`config.mk`:
```
export PLATFORM = sky130hd
export DESIGN_NAME = first_fit_heap_allocator
export DESIGN_NICKNAME = d
export VERILOG_FILES = /design/src/hdl/ffha_pkg.sv /design/src/hdl/ffha_table.sv /design/src/hdl/first_fit_heap_allocator.sv
export SDC_FILE = /design/constraint.sdc
export NUM_CORES = 2
export LEC_CHECK = 0
export BUFFER_PORTS_ARGS = -buffer_cell sky130_fd_sc_hd__clkbuf_2
export CORE_UTILIZATION = 55
export CTS_CLUSTER_SIZE = 8
export DETAILED_ROUTE_END_ITERATION = 12
export PLACE_DENSITY = 0.72
export RECOVER_POWER = 25
export SLEW_MARGIN = 10
export SYNTH_ARGS = -nofsm -noshare
export SYNTH_HDL_FRONTEND = slang
export SYNTH_SLANG_ARGS = --single-unit
export TNS_END_PERCENT = 5
```
`constraint.sdc`:
```
create_clock -name clk -period 9.3 [get_ports clk]
set_clock_uncertainty 0.05 [all_clocks]
set_input_delay 1.395 -clock clk [delete_from_list [all_inputs] [get_ports clk]]
set_output_delay 1.395 -clock clk [all_outputs]
set_load 0.05 [all_outputs]
```
`src/hdl/ffha_pkg.sv`:
```
// shared types, codes and sizing constants for the first-fit heap allocator
// no dependencies; used by ffha_table, first_fit_heap_allocator, ffha_checker and testbench
`default_nettype none
package ffha_pkg;

  localparam int MAX_BLOCKS_DEF   = 64;
  localparam int HEADER_BYTES_DEF = 24;
  localparam int PAGE_BYTES_DEF   = 4096;

  localparam int ADDR_W   = 48;
  localparam int SIZE_W   = 32;
  localparam int PAGES_W  = 21;
  localparam int ACC_W    = 50;  // unwrapped header address, blocks never reach 2^50
  localparam int DIV_W    = 51;  // end - limit + page - 1
  localparam int PADDR_W  = 4;
  localparam int PDATA_W  = 64;

  localparam logic [ADDR_W-1:0]  HEAP_BASE_RST = 48'h0000_4000_0000;
  localparam logic [PAGES_W-1:0] PAGES_SAT     = 21'd1048576;
  localparam logic [PADDR_W-1:0] ADDR_HEAP_BASE = 4'd0;

  localparam logic OP_ALLOC = 1'b0;
  localparam logic OP_FREE  = 1'b1;

  typedef enum logic [1:0] {
    ST_OK      = 2'd0,
    ST_ZERO    = 2'd1,
    ST_FULL    = 2'd2,
    ST_UNKNOWN = 2'd3
  } status_t;

  typedef struct packed {
    logic              free;
    logic [SIZE_W-1:0] size;
  } ent_t;

  typedef enum logic [3:0] {
    S_IDLE,
    S_A_SCAN_RD,
    S_A_SCAN_EV,
    S_A_SHIFT_RD,
    S_A_SHIFT_EV,
    S_A_SPLIT,
    S_A_SPLIT2,
    S_A_APPEND,
    S_F_SCAN_RD,
    S_F_SCAN_EV,
    S_F_MRG_RD,
    S_F_MRG_EV,
    S_F_MRG_END,
    S_FIN
  } state_t;

endpackage
`default_nettype wire

```
`src/hdl/ffha_table.sv`:
```
// block table memory: one write port, one read port, registered read data
// depends on ffha_pkg for the entry type
`default_nettype none
module ffha_table #(
  parameter int DEPTH = ffha_pkg::MAX_BLOCKS_DEF,
  parameter int IDX_W = $clog2(DEPTH)
) (
  input  wire                 clk,
  input  wire                 we,
  input  wire [IDX_W-1:0]     waddr,
  input  ffha_pkg::ent_t      wdata,
  input  wire [IDX_W-1:0]     raddr,
  output ffha_pkg::ent_t      rdata
);

  ffha_pkg::ent_t mem [DEPTH];

  always_ff @(posedge clk) begin
    if (we) begin
      mem[waddr] <= wdata;
    end
    rdata <= mem[raddr];
  end

endmodule
`default_nettype wire

```
`src/hdl/first_fit_heap_allocator.sv`:
```
// first-fit heap allocator: each transaction scans the block table, a read and an evaluate state per entry;
// a split also shifts the later entries up, a found free also rewalks the whole table to coalesce;
// zero or oversized requests and zero payload addresses are refused without a table walk
// one transaction at a time, next accepted the cycle after the result is registered
// reset (rst_n, synchronous) clears count, heap base/limit and out_valid; table not cleared
`default_nettype none
module first_fit_heap_allocator #(
  parameter int MAX_BLOCKS   = ffha_pkg::MAX_BLOCKS_DEF,
  parameter int HEADER_BYTES = ffha_pkg::HEADER_BYTES_DEF,
  parameter int PAGE_BYTES   = ffha_pkg::PAGE_BYTES_DEF
) (
  input  wire                            clk,
  input  wire                            rst_n,
  input  wire                            in_valid,
  output logic                           in_stall,
  input  wire                            in_op,
  input  wire [31:0]                     in_request_bytes,
  input  wire [ffha_pkg::ADDR_W-1:0]     in_payload_address,
  output logic                           out_valid,
  input  wire                            out_stall,
  output logic [ffha_pkg::ADDR_W-1:0]    out_block_address,
  output logic [1:0]                     out_status,
  output logic [ffha_pkg::PAGES_W-1:0]   out_pages_added,
  input  wire                            psel,
  input  wire                            penable,
  input  wire                            pwrite,
  input  wire [ffha_pkg::PADDR_W-1:0]    paddr,
  input  wire [ffha_pkg::PDATA_W-1:0]    pwdata,
  output logic [ffha_pkg::PDATA_W-1:0]   prdata,
  output logic                           pready
);

  localparam int IDX_W = $clog2(MAX_BLOCKS);
  localparam int CNT_W = $clog2(MAX_BLOCKS + 1);
  localparam int AW    = ffha_pkg::ADDR_W;
  localparam int SW    = ffha_pkg::SIZE_W;
  // page size must be a power of two (the block does not check it), so the page count is a shift
  localparam int PG_SH = $clog2(PAGE_BYTES);

  localparam logic [ffha_pkg::ACC_W-1:0] HDR_A  = ffha_pkg::ACC_W'(HEADER_BYTES);
  localparam logic [SW+1:0]              HDR_S  = (SW+2)'(HEADER_BYTES);
  localparam logic [SW+1:0]              MAX32  = (SW+2)'(64'hFFFF_FFFF);
  localparam logic [ffha_pkg::DIV_W-1:0] PG_LOW = ffha_pkg::DIV_W'(PAGE_BYTES - 1);
  localparam logic [CNT_W-1:0]           CNT_MAX = CNT_W'(MAX_BLOCKS);

  ffha_pkg::state_t state_r, state_nxt;

  logic [AW-1:0]              base_r, base_nxt;
  logic [AW-1:0]              limit_r, limit_nxt;
  logic [CNT_W-1:0]           count_r, count_nxt;
  logic [CNT_W-1:0]           idx_r, idx_nxt;
  logic [CNT_W-1:0]           hit_r, hit_nxt;
  logic [CNT_W-1:0]           wp_r, wp_nxt;
  logic [ffha_pkg::ACC_W-1:0] acc_r, acc_nxt;
  logic [SW-1:0]              need_r, need_nxt;
  logic [SW-1:0]              have_r, have_nxt;
  logic [AW-1:0]              faddr_r, faddr_nxt;
  ffha_pkg::ent_t             held_r, held_nxt;
  logic                       hv_r, hv_nxt;
  logic                       grow_r, grow_nxt;
  logic [ffha_pkg::DIV_W-1:0] nq_r, nq_nxt;
  logic [AW-1:0]              res_addr_r, res_addr_nxt;
  ffha_pkg::status_t          res_st_r, res_st_nxt;
  logic [ffha_pkg::PAGES_W-1:0] res_pg_r, res_pg_nxt;
  logic                       ov_r, ov_nxt;
  logic [AW-1:0]              oaddr_r, oaddr_nxt;
  logic [1:0]                 ost_r, ost_nxt;
  logic [ffha_pkg::PAGES_W-1:0] opg_r, opg_nxt;

  logic                mem_we;
  logic [IDX_W-1:0]    mem_waddr, mem_raddr;
  ffha_pkg::ent_t      mem_wdata, mem_rdata;

  ffha_table #(.DEPTH(MAX_BLOCKS), .IDX_W(IDX_W)) u_table (
    .clk   (clk),
    .we    (mem_we),
    .waddr (mem_waddr),
    .wdata (mem_wdata),
    .raddr (mem_raddr),
    .rdata (mem_rdata)
  );

  // shared conditions
  logic [SW:0]                rq_up;
  logic                       in_acc;
  logic                       at_end;
  logic [ffha_pkg::ACC_W-1:0] payload_a;
  logic [ffha_pkg::ACC_W-1:0] app_end;
  logic                       fits, split_ok;
  ffha_pkg::ent_t             ment;
  logic [SW+1:0]              msum;
  logic                       mrg_ok;
  logic                       fin_go;
  logic [ffha_pkg::DIV_W-1:0] pg_q;
  logic [ffha_pkg::DIV_W-1:0] grown;

  assign in_acc    = in_valid && (state_r == ffha_pkg::S_IDLE);
  assign rq_up     = ({1'b0, in_request_bytes} + (SW+1)'(3)) & ~(SW+1)'(3);
  assign at_end    = (idx_r == count_r);
  assign payload_a = acc_r + HDR_A;
  assign app_end   = acc_r + HDR_A + ffha_pkg::ACC_W'(need_r);
  assign fits      = mem_rdata.free && (mem_rdata.size >= need_r);
  assign split_ok  = ({2'b0, mem_rdata.size} >= ({2'b0, need_r} + HDR_S + (SW+2)'(4)))
                     && (count_r < CNT_MAX);
  always_comb begin
    ment = mem_rdata;
    if (idx_r == hit_r) begin
      ment.free = 1'b1;
    end
  end
  assign msum    = {2'b0, held_r.size} + HDR_S + {2'b0, ment.size};
  assign mrg_ok  = held_r.free && ment.free && (msum <= MAX32);
  assign fin_go  = !ov_r || !out_stall;
  assign pg_q    = nq_r >> PG_SH;
  assign grown   = ffha_pkg::DIV_W'(limit_r) + (nq_r & ~PG_LOW);

  // next state
  always_comb begin
    state_nxt = state_r;
    case (state_r)
      ffha_pkg::S_IDLE: begin
        if (in_valid) begin
          if (in_op == ffha_pkg::OP_ALLOC) begin
            if (in_request_bytes == '0 || rq_up[SW]) state_nxt = ffha_pkg::S_FIN;
            else state_nxt = ffha_pkg::S_A_SCAN_RD;
          end else begin
            if (in_payload_address == '0) state_nxt = ffha_pkg::S_FIN;
            else state_nxt = ffha_pkg::S_F_SCAN_RD;
          end
        end
      end
      ffha_pkg::S_A_SCAN_RD: begin
        if (!at_end) state_nxt = ffha_pkg::S_A_SCAN_EV;
        else if (count_r >= CNT_MAX) state_nxt = ffha_pkg::S_FIN;
        else state_nxt = ffha_pkg::S_A_APPEND;
      end
      ffha_pkg::S_A_SCAN_EV: begin
        if (fits) state_nxt = split_ok ? ffha_pkg::S_A_SHIFT_RD : ffha_pkg::S_FIN;
        else state_nxt = ffha_pkg::S_A_SCAN_RD;
      end
      ffha_pkg::S_A_SHIFT_RD: begin
        if (idx_r == hit_r + CNT_W'(1)) state_nxt = ffha_pkg::S_A_SPLIT;
        else state_nxt = ffha_pkg::S_A_SHIFT_EV;
      end
      ffha_pkg::S_A_SHIFT_EV: state_nxt = ffha_pkg::S_A_SHIFT_RD;
      ffha_pkg::S_A_SPLIT:    state_nxt = ffha_pkg::S_A_SPLIT2;
      ffha_pkg::S_A_SPLIT2:   state_nxt = ffha_pkg::S_FIN;
      ffha_pkg::S_A_APPEND:   state_nxt = ffha_pkg::S_FIN;
      ffha_pkg::S_F_SCAN_RD: begin
        if (at_end) state_nxt = ffha_pkg::S_FIN;
        else if (payload_a[AW-1:0] == faddr_r) state_nxt = ffha_pkg::S_F_MRG_RD;
        else state_nxt = ffha_pkg::S_F_SCAN_EV;
      end
      ffha_pkg::S_F_SCAN_EV:  state_nxt = ffha_pkg::S_F_SCAN_RD;
      ffha_pkg::S_F_MRG_RD: begin
        state_nxt = at_end ? ffha_pkg::S_F_MRG_END : ffha_pkg::S_F_MRG_EV;
      end
      ffha_pkg::S_F_MRG_EV:   state_nxt = ffha_pkg::S_F_MRG_RD;
      ffha_pkg::S_F_MRG_END:  state_nxt = ffha_pkg::S_FIN;
      ffha_pkg::S_FIN: begin
        if (fin_go) state_nxt = ffha_pkg::S_IDLE;
      end
      default: state_nxt = ffha_pkg::S_IDLE;
    endcase
  end

  // datapath and memory control
  always_comb begin
    base_nxt     = base_r;
    limit_nxt    = limit_r;
    count_nxt    = count_r;
    idx_nxt      = idx_r;
    hit_nxt      = hit_r;
    wp_nxt       = wp_r;
    acc_nxt      = acc_r;
    need_nxt     = need_r;
    have_nxt     = have_r;
    faddr_nxt    = faddr_r;
    held_nxt     = held_r;
    hv_nxt       = hv_r;
    grow_nxt     = grow_r;
    nq_nxt       = nq_r;
    res_addr_nxt = res_addr_r;
    res_st_nxt   = res_st_r;
    res_pg_nxt   = res_pg_r;
    ov_nxt       = ov_r && out_stall;
    oaddr_nxt    = oaddr_r;
    ost_nxt      = ost_r;
    opg_nxt      = opg_r;
    mem_we       = 1'b0;
    mem_waddr    = '0;
    mem_wdata    = '0;
    mem_raddr    = idx_r[IDX_W-1:0];

    if (psel && penable && pwrite && paddr == ffha_pkg::ADDR_HEAP_BASE) begin
      base_nxt = pwdata[AW-1:0];
    end

    case (state_r)
      ffha_pkg::S_IDLE: begin
        idx_nxt      = '0;
        acc_nxt      = ffha_pkg::ACC_W'(base_r);
        need_nxt     = rq_up[SW-1:0];
        faddr_nxt    = in_payload_address;
        res_addr_nxt = '0;
        res_pg_nxt   = '0;
        res_st_nxt   = ffha_pkg::ST_OK;
        grow_nxt     = 1'b0;
        hv_nxt       = 1'b0;
        wp_nxt       = '0;
        if (in_op == ffha_pkg::OP_ALLOC) begin
          if (in_request_bytes == '0) res_st_nxt = ffha_pkg::ST_ZERO;
          else if (rq_up[SW]) res_st_nxt = ffha_pkg::ST_FULL;
        end else if (in_payload_address == '0) begin
          res_st_nxt = ffha_pkg::ST_ZERO;
        end
      end
      ffha_pkg::S_A_SCAN_RD: begin
        if (at_end) begin
          if (count_r >= CNT_MAX) begin
            res_st_nxt = ffha_pkg::ST_FULL;
          end else if (app_end > {2'b0, limit_r}) begin
            // shortfall plus page - 1, whole pages taken by the shift
            grow_nxt  = 1'b1;
            nq_nxt    = ffha_pkg::DIV_W'(app_end) - ffha_pkg::DIV_W'(limit_r) + PG_LOW;
          end
        end
      end
      ffha_pkg::S_A_SCAN_EV: begin
        if (fits) begin
          hit_nxt      = idx_r;
          have_nxt     = mem_rdata.size;
          res_addr_nxt = payload_a[AW-1:0];
          if (split_ok) begin
            idx_nxt = count_r;
          end else begin
            mem_we    = 1'b1;
            mem_waddr = idx_r[IDX_W-1:0];
            mem_wdata = '{free: 1'b0, size: mem_rdata.size};
          end
        end else begin
          acc_nxt = acc_r + HDR_A + ffha_pkg::ACC_W'(mem_rdata.size);
          idx_nxt = idx_r + CNT_W'(1);
        end
      end
      ffha_pkg::S_A_SHIFT_RD: begin
        mem_raddr = IDX_W'(idx_r - CNT_W'(1));
      end
      ffha_pkg::S_A_SHIFT_EV: begin
        // writes land above the read pointer, no overlap
        mem_we    = 1'b1;
        mem_waddr = idx_r[IDX_W-1:0];
        mem_wdata = mem_rdata;
        idx_nxt   = idx_r - CNT_W'(1);
      end
      ffha_pkg::S_A_SPLIT: begin
        mem_we    = 1'b1;
        mem_waddr = IDX_W'(hit_r + CNT_W'(1));
        mem_wdata = '{free: 1'b1, size: have_r - need_r - SW'(HEADER_BYTES)};
      end
      ffha_pkg::S_A_SPLIT2: begin
        mem_we    = 1'b1;
        mem_waddr = hit_r[IDX_W-1:0];
        mem_wdata = '{free: 1'b0, size: need_r};
        count_nxt = count_r + CNT_W'(1);
      end
      ffha_pkg::S_A_APPEND: begin
        mem_we       = 1'b1;
        mem_waddr    = count_r[IDX_W-1:0];
        mem_wdata    = '{free: 1'b0, size: need_r};
        count_nxt    = count_r + CNT_W'(1);
        res_addr_nxt = payload_a[AW-1:0];
        if (grow_r) begin
          limit_nxt  = grown[AW-1:0];
          res_pg_nxt = (pg_q > ffha_pkg::DIV_W'(ffha_pkg::PAGES_SAT)) ?
                       ffha_pkg::PAGES_SAT : pg_q[ffha_pkg::PAGES_W-1:0];
        end
      end
      ffha_pkg::S_F_SCAN_RD: begin
        if (at_end) begin
          res_st_nxt = ffha_pkg::ST_UNKNOWN;
        end else if (payload_a[AW-1:0] == faddr_r) begin
          hit_nxt = idx_r;
          idx_nxt = '0;
        end
      end
      ffha_pkg::S_F_SCAN_EV: begin
        acc_nxt = acc_r + HDR_A + ffha_pkg::ACC_W'(mem_rdata.size);
        idx_nxt = idx_r + CNT_W'(1);
      end
      ffha_pkg::S_F_MRG_EV: begin
        // compaction: the freed entry is marked on the fly, writes trail the reads
        idx_nxt = idx_r + CNT_W'(1);
        hv_nxt  = 1'b1;
        if (!hv_r) begin
          held_nxt = ment;
        end else if (mrg_ok) begin
          held_nxt.size = msum[SW-1:0];
        end else begin
          mem_we    = 1'b1;
          mem_waddr = wp_r[IDX_W-1:0];
          mem_wdata = held_r;
          wp_nxt    = wp_r + CNT_W'(1);
          held_nxt  = ment;
        end
      end
      ffha_pkg::S_F_MRG_END: begin
        mem_we    = 1'b1;
        mem_waddr = wp_r[IDX_W-1:0];
        mem_wdata = held_r;
        count_nxt = wp_r + CNT_W'(1);
      end
      ffha_pkg::S_FIN: begin
        if (fin_go) begin
          ov_nxt    = 1'b1;
          oaddr_nxt = res_addr_r;
          ost_nxt   = res_st_r;
          opg_nxt   = res_pg_r;
        end
      end
      default: ;
    endcase
  end

  always_ff @(posedge clk) begin
    if (!rst_n) begin
      state_r <= ffha_pkg::S_IDLE;
      base_r  <= ffha_pkg::HEAP_BASE_RST;
      limit_r <= ffha_pkg::HEAP_BASE_RST;
      count_r <= '0;
      ov_r    <= 1'b0;
    end else begin
      state_r <= state_nxt;
      base_r  <= base_nxt;
      limit_r <= limit_nxt;
      count_r <= count_nxt;
      ov_r    <= ov_nxt;
    end
  end

  always_ff @(posedge clk) begin
    idx_r      <= idx_nxt;
    hit_r      <= hit_nxt;
    wp_r       <= wp_nxt;
    acc_r      <= acc_nxt;
    need_r     <= need_nxt;
    have_r     <= have_nxt;
    faddr_r    <= faddr_nxt;
    held_r     <= held_nxt;
    hv_r       <= hv_nxt;
    grow_r     <= grow_nxt;
    nq_r       <= nq_nxt;
    res_addr_r <= res_addr_nxt;
    res_st_r   <= res_st_nxt;
    res_pg_r   <= res_pg_nxt;
    oaddr_r    <= oaddr_nxt;
    ost_r      <= ost_nxt;
    opg_r      <= opg_nxt;
  end

  assign in_stall          = (state_r != ffha_pkg::S_IDLE);
  assign out_valid         = ov_r;
  assign out_block_address = oaddr_r;
  assign out_status        = ost_r;
  assign out_pages_added   = opg_r;
  assign pready            = 1'b1;
  assign prdata            = (paddr == ffha_pkg::ADDR_HEAP_BASE) ?
                             ffha_pkg::PDATA_W'(base_r) : '0;

`ifndef ASSERT_OFF
  a_count_range: assert property (@(posedge clk) disable iff (!rst_n)
    count_r <= CNT_MAX)
    else $error("block count beyond table depth");

  a_idle_count: assert property (@(posedge clk) disable iff (!rst_n)
    (state_r == ffha_pkg::S_IDLE) |=> (count_r == $past(count_r)))
    else $error("block count changed with no transaction in progress");

  a_fail_no_addr: assert property (@(posedge clk) disable iff (!rst_n)
    (ov_r && ost_r != ffha_pkg::ST_OK) |-> (oaddr_r == '0 && opg_r == '0))
    else $error("refused transaction carries an address or page count");

  a_accept_idle: assert property (@(posedge clk) disable iff (!rst_n)
    in_acc |=> (state_r != ffha_pkg::S_IDLE))
    else $error("accepted transaction did not start");
`endif

endmodule
`default_nettype wire

```
==> impl_metrics.py <==
metrics = {
    "clock_network": {
        "clkLatencyLatePin_ns": 0.97,
        "cts_hold_buf": 0,
        "root_buffer": "clkbuf_16",
        "cts.sinks": 2638,
        "clockBufferDepth": 4,
        "cts_tree": "built",
        "post_cts_buffers": 0,
        "cts_inserted_buffers": 381,
        "clk_pin_slew_worst_paths_ns": 0.05,
        "ctsResizeCount": 0,
        "cts-htree-levels": 5,
    },
    "setup_path": {
        "cp-start-kind": "flop",
        "timing.rr.end": "u_table.rdata[7]",
        "reg2reg_depth": 9,
        "worstSetupEndpointType": "flop",
        "r2r_setup_slack_ns": 0.62,
        "crit_required_ns": 10.02,
        "cp.arrival_ns": 9.40,
        "critPathKind": "reg -> reg",
        "worstPathMaxFanout": 114,
        "r2r_start": "state_r[0]",
    },
    "route": {
        "via_per_inst": 6.498,
        "wl_per_cell_um": 30.49,
        "dr_wl_met2_um": 158500,
        "highest_layer": "met5",
        "wl_met3_um": 26110,
        "wl_um": 317800,
        "drt_iter0_drc": 7476,
        "first_pass_iters": 8,
        "drc_errors": 0,
        "wl_met1_um": 120200,
        "ant_nets": 0,
        "num_vias": 67730,
    },
    "power": {
        "vdd_ir_drop_max_mv": 0.2506,
        "leakage_uw": 0.04582,
        "powerDensity_mw_per_mm2": 350.3,
        "finalPower_uw": 46490,
    },
    "global_route": {
        "grt_pass1_vias": 68490,
        "grtUsageTotal_pct": 29.60,
        "grt_max_degree": 115,
        "grt_pass1_wl_um": 462000,
        "gr-total-overflow": 0,
        "antenna_found_initial": 14,
    },
    "sta": {
        "rsz0062_at_grt": "false",
        "worstMarginPinSlew_ns": 4.476,
        "finalCriticalPeriod_ns": 8.675,
        "tns_ns": 0,
        "setup_viol_count_final": 0,
        "slew_headroom_pct": -198.4,
        "slew_viol_final": 1668,
        "period_share_pct": 93.28,
        "fmax_mhz": 115.3,
        "hold_viol_final": 0,
    },
    "logic_synthesis": {
        "syn-cell-area_mm2": 0.1169,
        "ys_types": 95,
        "synthFlopType": "edfxtp_1",
        "syn_inst": 6909,
        "synth-edff-count": 2509,
        "synthArstFlopShare_pct": 0,
        "avgSynthCellArea_um2": 16.91,
        "ys_warn_count": 0,
        "seq_area_frac_synth_pct": 66.68,
        "synth-seq-cells": 2638,
    },
    "final_layout": {
        "area_delta_synth_final_pct": 13.56,
        "fin_area_mm2": 0.1327,
        "final_util_pct": 63.07,
        "layout-drive-gt1-share_pct": 19.57,
        "final_nets": 8021,
        "final_cell_mix": "edfxtp_1 (2509), mux4_2 (685), nand2_1 (393), clkbuf_16 (387), ha_1 (377)",
        "final_common_cell": "edfxtp_1",
    },
    "die": {
        "die_x_um": 462.9,
        "io_pins": 294,
        "row_count": 168,
        "start_util_pct": 55.54,
        "dieArea_mm2": 0.2143,
        "coreArea_mm2": 0.2104,
        "die_y_um": 462.9,
    },
    "placement": {
        "port_buffers": 260,
        "hpwl_um": 196200,
        "place_area_mm2": 0.1228,
        "place.gp.congestion": 0.9408,
    },
    "min_path": {
        "hold_class": "reg -> reg",
        "hold_depth": 0,
        "holdPathEnd": "out_status[1]",
        "hold_start": "res_st_r[1]",
    },
    "status": {
        "outcome": "complete, but fails checks",
        "violations": "capacitance limit, slew limit",
    },
    "run": {
        "cap_violations": 31,
    },
}
==> synthesized netlist by cell type, types with 32 or more instances <==
cell / number / share of area, %
nand3_1: 114 / 0.49
nor4_1: 55 / 0.29
inv_1: 287 / 0.92
and3_1: 47 / 0.25
ha_1: 377 / 4.0
nor2b_1: 32 / 0.17
o21a_1: 37 / 0.24
nor2_1: 267 / 0.86
a21oi_1: 257 / 1.1
xnor2_1: 211 / 1.6
nor3_1: 86 / 0.37
buf_1: 62 / 0.20
dfxtp_1: 129 / 2.2
mux4_2: 685 / 13
xor2_1: 165 / 1.2
nand4_1: 73 / 0.39
a21o_1: 120 / 0.77
nand2_1: 401 / 1.3
clkbuf_1: 185 / 0.59
edfxtp_1: 2509 / 64
a31oi_1: 44 / 0.24
o21ai_0: 168 / 0.72
and2_1: 91 / 0.49
==> power by group <==
part	switching, uW	internal [uW]	total, uW
Sequential	974	15400	16400
Clock	4810	7480	12300
Combinational	10500	7280	17800
Total	16300	30200	46500
==> cells by family after synthesis <==
group,share of synthesized area (%)
other cells,0.006427
simple gates,5.604
buf+inv,1.892
mux,13.64
flops,66.68
fa+ha+maj,4.422
compound gates,4.861
xor+xnor,2.890
==> flip-flops by register name (all words and copies together), names as in the netlist, 4 cells and up <==
signal,count
base_r,48
have_r,32
nq_r,39
u_table.mem,2112
wp_r,7
u_table.rdata,33
out_block_address,48
idx_r,7
res_pg_r,21
need_r,30
state_r,4
faddr_r,48
count_r,7
res_addr_r,48
acc_r,50
out_pages_added,21
limit_r,36
hit_r,7
held_r,33
==> worst max path at each step <==
stage          depth (start not counted)                  to        from
2_1_floorplan                         13  u_table.mem[56][0]  need_r[11]
3_3_place_gp                          25            nq_r[50]   acc_r[12]
3_5_place_dp                          25            nq_r[50]   acc_r[12]
4_1_cts                               26            nq_r[50]   acc_r[12]
5_1_grt                                9    u_table.rdata[7]  state_r[0]
6_report                               9    u_table.rdata[7]  state_r[0]
==> layer usage <==
layer  vias up  GRT usage [%]
li1      28530              -
met1     34740          38.63
met3       727          4.978
met5         -              0
met4         8          11.46
met2      3727          49.87
==> metrics by stage <==
stage          setup WS, ns  cells  hold WS [ns]
3_3_place_gp          1.322   9888        0.3523
3_5_place_dp          1.253   9888        0.3545
5_1_grt              0.4496  10420        0.3393
4_1_cts               1.232  10420        0.3350
6_report             0.6246  10420        0.3332
2_1_floorplan        0.7884   6924        0.3503
==> cell type report <==
cell class / count / area, um2
clock inverters: 11 / 123.9
flip-flops and latches: 2638 / 77920
fillers: 14620 / 77710
diodes: 6 / 15.01
repair buffers: 438 / 2415
multi-input cells: 3719 / 37430
clock buffers: 519 / 10210
inverters: 288 / 1082
well taps: 2805 / 3510
==> worst max-delay path, cell delays in order (launching register included) <==
cell      delay (ns)
dfxtp_1         0.95
inv_1           0.50
nor4_1          1.57
nand2_1         0.14
o21ai_1         0.60
buf_6           0.90
clkbuf_1        1.89
mux4_2          0.50
mux4_2          0.59
mux4_2          0.57
No activity file was read; power rests on OpenSTA's default activity.
